### config.mk
export PLATFORM = sky130hd
export DESIGN_NAME = bba_ctrl
export DESIGN_NICKNAME = d
export VERILOG_FILES = /design/src/rtl/bba_pkg.sv /design/src/rtl/bba_ctrl.sv
export VERILOG_INCLUDE_DIRS = /design/src /design/src/rtl
export SDC_FILE = /design/constraint.sdc
export NUM_CORES = 1
export LEC_CHECK = 0
export BUFFER_PORTS_ARGS = -buffer_cell sky130_fd_sc_hd__buf_4
export CAP_MARGIN = 25
export CORE_AREA = 2 2 39 41
export CTS_CLUSTER_SIZE = 25
export DETAILED_ROUTE_END_ITERATION = 8
export DIE_AREA = 0 0 41 43
export PLACE_DENSITY = 0.73
export SLEW_MARGIN = 25
export SYNTH_ARGS = -nofsm -noshare
export SYNTH_HDL_FRONTEND = slang
export SYNTH_SLANG_ARGS = --single-unit
### constraint.sdc
create_clock -name clock -period 4.3 [get_ports clock]
set_clock_uncertainty 0.15 [all_clocks]
set_input_delay 0.215 -clock clock [delete_from_list [all_inputs] [get_ports clock]]
set_output_delay 0.215 -clock clock [all_outputs]
set_load 0.02 [all_outputs]
### src/rtl/assert_macros.svh
// ---------------------------------------------------------------------------
// Assertion macros
// Concurrent property checks, compiled out for synthesis.
// ---------------------------------------------------------------------------
`ifndef ASSERT_MACROS_SVH
`define ASSERT_MACROS_SVH
`ifndef SYNTHESIS
`define ASSERT_PROP(name, clk, rst, prop, msg) \
   name: assert property (@(posedge clk) disable iff (rst) prop) else $error(msg);
`define ASSERT_NEVER(name, clk, rst, expr, msg) \
   name: assert property (@(posedge clk) disable iff (rst) !(expr)) else $error(msg);
`else
`define ASSERT_PROP(name, clk, rst, prop, msg)
`define ASSERT_NEVER(name, clk, rst, expr, msg)
`endif
`endif

### src/rtl/bba_pkg.sv
// ---------------------------------------------------------------------------
// bba_pkg
// Types, constants and helpers shared by the buddy block allocator.
// ---------------------------------------------------------------------------
`timescale 1ns / 1ps
package bba_pkg;
   localparam int TOP_ORDER = 8;
   localparam int MIN_SHIFT = 4;
   localparam int MIN_BLOCK = 16;
   localparam int MASK_W    = TOP_ORDER + 1;
   localparam int ORDER_W   = 4;
   localparam int NODE_W    = TOP_ORDER + 1;
   localparam int ROW_AW    = TOP_ORDER;
   localparam int ROWS      = 1 << ROW_AW;
   localparam int OFF_W     = 12;
   localparam int SIZE_W    = 13;
   localparam int REQ_W     = 32;
   localparam int RSP_W     = 24;

   localparam logic MODE_ALLOC = 1'b0;
   localparam logic MODE_FREE  = 1'b1;

   localparam logic [1:0] ST_OK     = 2'd0;
   localparam logic [1:0] ST_NOFIT  = 2'd1;
   localparam logic [1:0] ST_BADOFF = 2'd2;

   typedef enum logic [1:0] {
      NS_UNUSED = 2'd0,
      NS_FREE   = 2'd1,
      NS_SPLIT  = 2'd2,
      NS_USED   = 2'd3
   } nstat_type;

   // mask: orders of free blocks anywhere in this subtree
   typedef struct packed {
      nstat_type           status;
      logic [MASK_W-1:0]   mask;
   } entry_type;

   typedef struct packed {
      entry_type right;
      entry_type left;
   } row_type;

   // status in the low bits
   typedef struct packed {
      logic [ORDER_W-1:0] order;
      logic [OFF_W-1:0]   offset;
      logic [1:0]         status;
   } result_type;

   typedef struct packed {
      logic clr;
      logic load;
      logic pick;
      logic found;
      logic asc_rd;
      logic asc;
      logic out_load;
   } cmd_type;

   typedef struct packed {
      logic clr_last;
      logic need_desc;
      logic asc_needed;
      logic parent_root;
   } stat_type;

   function automatic logic [MASK_W-1:0] order_bit(input logic [ORDER_W-1:0] o);
      order_bit = MASK_W'(1) << o;
   endfunction

   function automatic logic [OFF_W-1:0] offset_of(input logic [NODE_W-1:0] node,
                                                 input logic [ORDER_W-1:0] o);
      logic [NODE_W+OFF_W-1:0] tmp;
      tmp = (NODE_W+OFF_W)'(node) << (o + ORDER_W'(MIN_SHIFT));
      offset_of = tmp[OFF_W-1:0];
   endfunction
endpackage

### src/rtl/bba_ctrl.sv
// ---------------------------------------------------------------------------
// bba_ctrl
// Sequencer for clear, tree descent, ascent and result hand-off.
// ---------------------------------------------------------------------------
`timescale 1ns / 1ps
`include "assert_macros.svh"
module bba_ctrl import bba_pkg::*; (
   input  logic     clock,
   input  logic     reset,
   input  logic     req_tvalid,
   output logic     req_tready,
   output logic     rsp_tvalid,
   input  logic     rsp_tready,
   input  stat_type st,
   output cmd_type  cmd
);
   typedef enum logic [6:0] {
      S_CLEAR = 7'b0000001,
      S_IDLE  = 7'b0000010,
      S_DESC  = 7'b0000100,
      S_PICK  = 7'b0001000,
      S_FOUND = 7'b0010000,
      S_AREAD = 7'b0100000,
      S_AWR   = 7'b1000000
   } state_type;

   state_type state_ff, state_in;
   logic      done_ff, done_in;
   logic      rsp_valid_ff, rsp_valid_in;

   assign req_tready = (state_ff == S_IDLE) && !done_ff;
   assign rsp_tvalid = rsp_valid_ff;

   always_comb begin
      cmd          = '0;
      state_in     = state_ff;
      done_in      = done_ff;
      cmd.out_load = done_ff && (!rsp_valid_ff || rsp_tready);
      if (cmd.out_load) begin
         done_in = 1'b0;
      end
      unique case (state_ff)
         S_CLEAR: begin
            cmd.clr = 1'b1;
            if (st.clr_last) begin
               state_in = S_IDLE;
            end
         end
         S_IDLE: begin
            if (req_tvalid && req_tready) begin
               cmd.load = 1'b1;
               state_in = S_DESC;
            end
         end
         S_DESC: begin
            state_in = st.need_desc ? S_PICK : S_FOUND;
         end
         S_PICK: begin
            cmd.pick = 1'b1;
            state_in = S_DESC;
         end
         S_FOUND: begin
            cmd.found = 1'b1;
            if (st.asc_needed) begin
               state_in = S_AREAD;
            end else begin
               state_in = S_IDLE;
               done_in  = 1'b1;
            end
         end
         S_AREAD: begin
            cmd.asc_rd = 1'b1;
            state_in   = S_AWR;
         end
         S_AWR: begin
            cmd.asc = 1'b1;
            if (st.parent_root) begin
               state_in = S_IDLE;
               done_in  = 1'b1;
            end else begin
               state_in = S_AREAD;
            end
         end
         default: state_in = S_CLEAR;
      endcase
   end

   always_comb begin
      rsp_valid_in = rsp_valid_ff;
      if (cmd.out_load) begin
         rsp_valid_in = 1'b1;
      end else if (rsp_tready) begin
         rsp_valid_in = 1'b0;
      end
   end

   always_ff @(posedge clock) begin
      if (reset) begin
         state_ff     <= S_CLEAR;
         done_ff      <= 1'b0;
         rsp_valid_ff <= 1'b0;
      end else begin
         state_ff     <= state_in;
         done_ff      <= done_in;
         rsp_valid_ff <= rsp_valid_in;
      end
   end

   `ASSERT_PROP(a_rsp_rise, clock, reset, $rose(rsp_tvalid) |-> $past(done_ff), "result without finished op")
   `ASSERT_NEVER(a_no_acc_clear, clock, reset, (state_ff == S_CLEAR) && req_tready, "accept during clear")
endmodule

==> impl_metrics.py <==
metrics = {
    "worst_setup_path": {
        "ff2ff_setup_slack_ns": 2.50,
        "ff2ff_path_depth": 4,
        "r2r-start": "state_ff[6]$_SDFFE_PP0P_",
        "critPathArrivalTime_ns": 1.84,
        "start_kind": "flop",
        "worstSetupPathType": "flop to output pin",
        "worst-path-buf-inv": 1,
        "cpLargestDelayFamily": "simple AND/OR/NAND/NOR gates",
        "critPathSlowestCell": "or3_1",
        "worst-path-stages": 5,
        "crit_required_ns": 3.93,
        "r2r-end": "state_ff[0]$_SDFFE_PP1P_",
        "end_kind": "output pin",
        "crit_fanout": 10,
        "cp_slowest_stage_delay_ns": 0.39,
        "cp_cell_sequence": "or3_1, nor3_1, nor3b_1, and2_1, buf_4",
    },
    "clocking": {
        "ctsResizeCount": 0,
        "path_clk_slew_ns": 0.06,
        "cts_htree_levels": 1,
        "cts_tree": "done",
        "cts_buffers": 3,
        "cts_root_buf": "clkbuf_4",
        "clock_path_buffers": 2,
        "cts_sinks": 9,
        "clkLatencyLatePin_ns": 0.27,
    },
    "timing": {
        "hold_ws_ns": 0.05699,
        "slew_viol_final": 0,
        "period_share_pct": 51.21,
        "hold_violations": 0,
        "setup_viol_count_final": 0,
        "timing.setup.tns_ns": 0,
        "maxClockFrequency_mhz": 454.1,
        "rsz0062_at_grt": "false",
        "tightest_slew_ns": 0.3686,
        "slew-limit-headroom_pct": 75.08,
        "final.setup.worst_slack_ns": 2.098,
        "period_minus_slack_ns": 2.202,
    },
    "global_route": {
        "grt_max_degree": 11,
        "grt_pass1_vias": 413,
        "grt_pass1_wl_mm": 1.607,
        "antenna_found_initial": 0,
        "grt_overflow_total": 0,
        "grt_use_total_pct": 14.47,
    },
    "logic_synthesis": {
        "synth.avg_cell_area_um2": 8.254,
        "yosys.area.top_type": "dfxtp_1",
        "synth-seq-cells": 9,
        "yosys-top-cells-count": "dfxtp_1 (9), nor3_1 (9), nor2_1 (5)",
        "synth_area_leaders": "dfxtp_1 (33%), nor3_1 (8.1%), nor4b_4 (4.3%)",
        "ys_types": 32,
        "synth_area_um2": 553.0,
        "yosysSeqAreaShare_pct": 32.58,
        "synth-async-reset-ratio_pct": 0,
        "synth_edf_count": 0,
        "synth_top_area_share_pct": 32.58,
        "yosys_warnings": 0,
        "synth_fp_nets": 75,
        "syn_inst": 67,
        "synthFlopType": "dfxtp_1",
    },
    "floorplan": {
        "io-pin-count": 17,
        "die_h_um": 43,
        "start_util_pct": 39.96,
        "fp.dieW_um": 41,
        "num_rows": 14,
        "core_um2": 1384,
        "dieArea_um2": 1763,
    },
    "worst_hold_path": {
        "min_delay_path_depth": 3,
        "hold_class": "primary input to flop",
        "min-delay-start": "st[1]",
        "min_to": "state_ff[5]$_SDFFE_PP0P_",
    },
    "routing": {
        "wirelength_mm": 1.071,
        "drt_iter0_markers": 12,
        "ant_nets": 0,
        "drt_first_pass_iters": 4,
        "wl_per_cell_um": 10.71,
        "drc": 0,
        "vias": 523,
        "vias_per_cell": 5.230,
    },
    "final_layout": {
        "diodes": 0,
        "syn_to_final_growth_pct": 26.70,
        "nNetsFinal": 93,
        "final_util_pct": 50.63,
        "regArea_um2": 180.2,
        "fill_cells": 135,
        "multiInputGateArea_um2": 322.8,
        "design_area_um2": 700.7,
        "drive_gt1_share_pct": 26.19,
    },
    "pwr": {
        "ir_drop_mv": 0.1497,
        "p_per_area_nw_per_um2": 322.0,
        "leakage_nw": 0.2923,
    },
    "placed_design": {
        "portBuffers": 16,
        "placed_cell_area_um2": 654.4,
        "post-place-ws_ns": 2.399,
        "dp_hpwl_um": 821.8,
        "gp_congestion": 0.7563,
    },
    "run_status": {
        "outcome": "finished clean",
    },
    "job": {
        "drv_cap": 0,
    },
}
## flip-flops by register name, summed over array words and instances (netlist names)
signal	flops
rsp_tvalid	1
state_ff	7
done_ff	1
## final cells by class
cell class / instances / share of cell area [%]
multi-input cells: 50 / 46.07
flip-flops and latches: 9 / 25.71
repair buffers: 18 / 20.00
clock buffers: 4 / 3.750
well taps: 16 / 2.857
inverters: 3 / 1.607
## kinds of logic after synthesis
kind of cell / share of synthesized area (%)
flip-flops: 32.58
XOR/XNOR: 3.168
buffers and inverters: 9.048
AO/OA/AOI/OAI: 10.64
AND/OR/NAND/NOR: 44.57
## metrics by stage
stage                     std cells  power [W]
after floorplan                  67  0.0001380
after global placement           94  0.0001576
after detailed placement         94  0.0001576
after CTS                       100  0.0002269
after global routing            100  0.0002380
final                           100  0.0002256
## repair_timing
item                      in CTS  in global routing
setup buffers                  0                  0
hold endpoints to repair       4                  0
hold buffers                   2                  0
## tightest hold or removal path, stage by stage
cell	delay [ns]
buf_4	0.11
nand2_1	0.05
a21oi_1	0.05
## layout by cell type (no fill, tap or decap), drive strengths merged, types with 2 or more instances in the layout
master | synthesis | layout
buf | 4 | 16
nor3 | 10 | 10
dfxtp | 9 | 9
nor2 | 5 | 5
nand2 | 4 | 4
clkbuf | 1 | 4
nor2b | 3 | 3
inv | 3 | 3
nor4b | 3 | 3
nand2b | 2 | 2
or3 | 2 | 2
nor3b | 2 | 2
a21oi | 2 | 2
nor4 | 2 | 2
xnor2 | 2 | 2
dlygate4sd3 | 0 | 2
or4 | 2 | 2
## where the power goes
| group | internal [W] | leakage (nW) | switching [W] |
|---|---|---|---|
| combinational | 0.0000295 | 0.204 | 0.0000300 |
| clock | 0.0000360 | 0.0150 | 0.0000328 |
| sequential | 0.0000882 | 0.0730 | 0.00000915 |
## how the worst max path moves through the flow
stage,start,slack (ns),to
detailed placement,state_ff[6]$_SDFFE_PP0P_,2.40,cmd[5]
finish,state_ff[6]$_SDFFE_PP0P_,2.10,cmd[5]
global placement,state_ff[6]$_SDFFE_PP0P_,2.42,cmd[5]
global route,state_ff[6]$_SDFFE_PP0P_,1.96,cmd[5]
floorplan,state_ff[5]$_SDFFE_PP0P_,2.03,cmd[5]
CTS,state_ff[6]$_SDFFE_PP0P_,2.09,cmd[5]
## per-layer routing
metal	part of all wire (%)	vias up	track usage, %
met3	7.6	5	6.283
met5	0	-	0
met4	3.7	0	12.00
met1	43	225	14.84
met2	45	18	21.25
li1	-	275	-
Power figures use the tool's default switching activity.
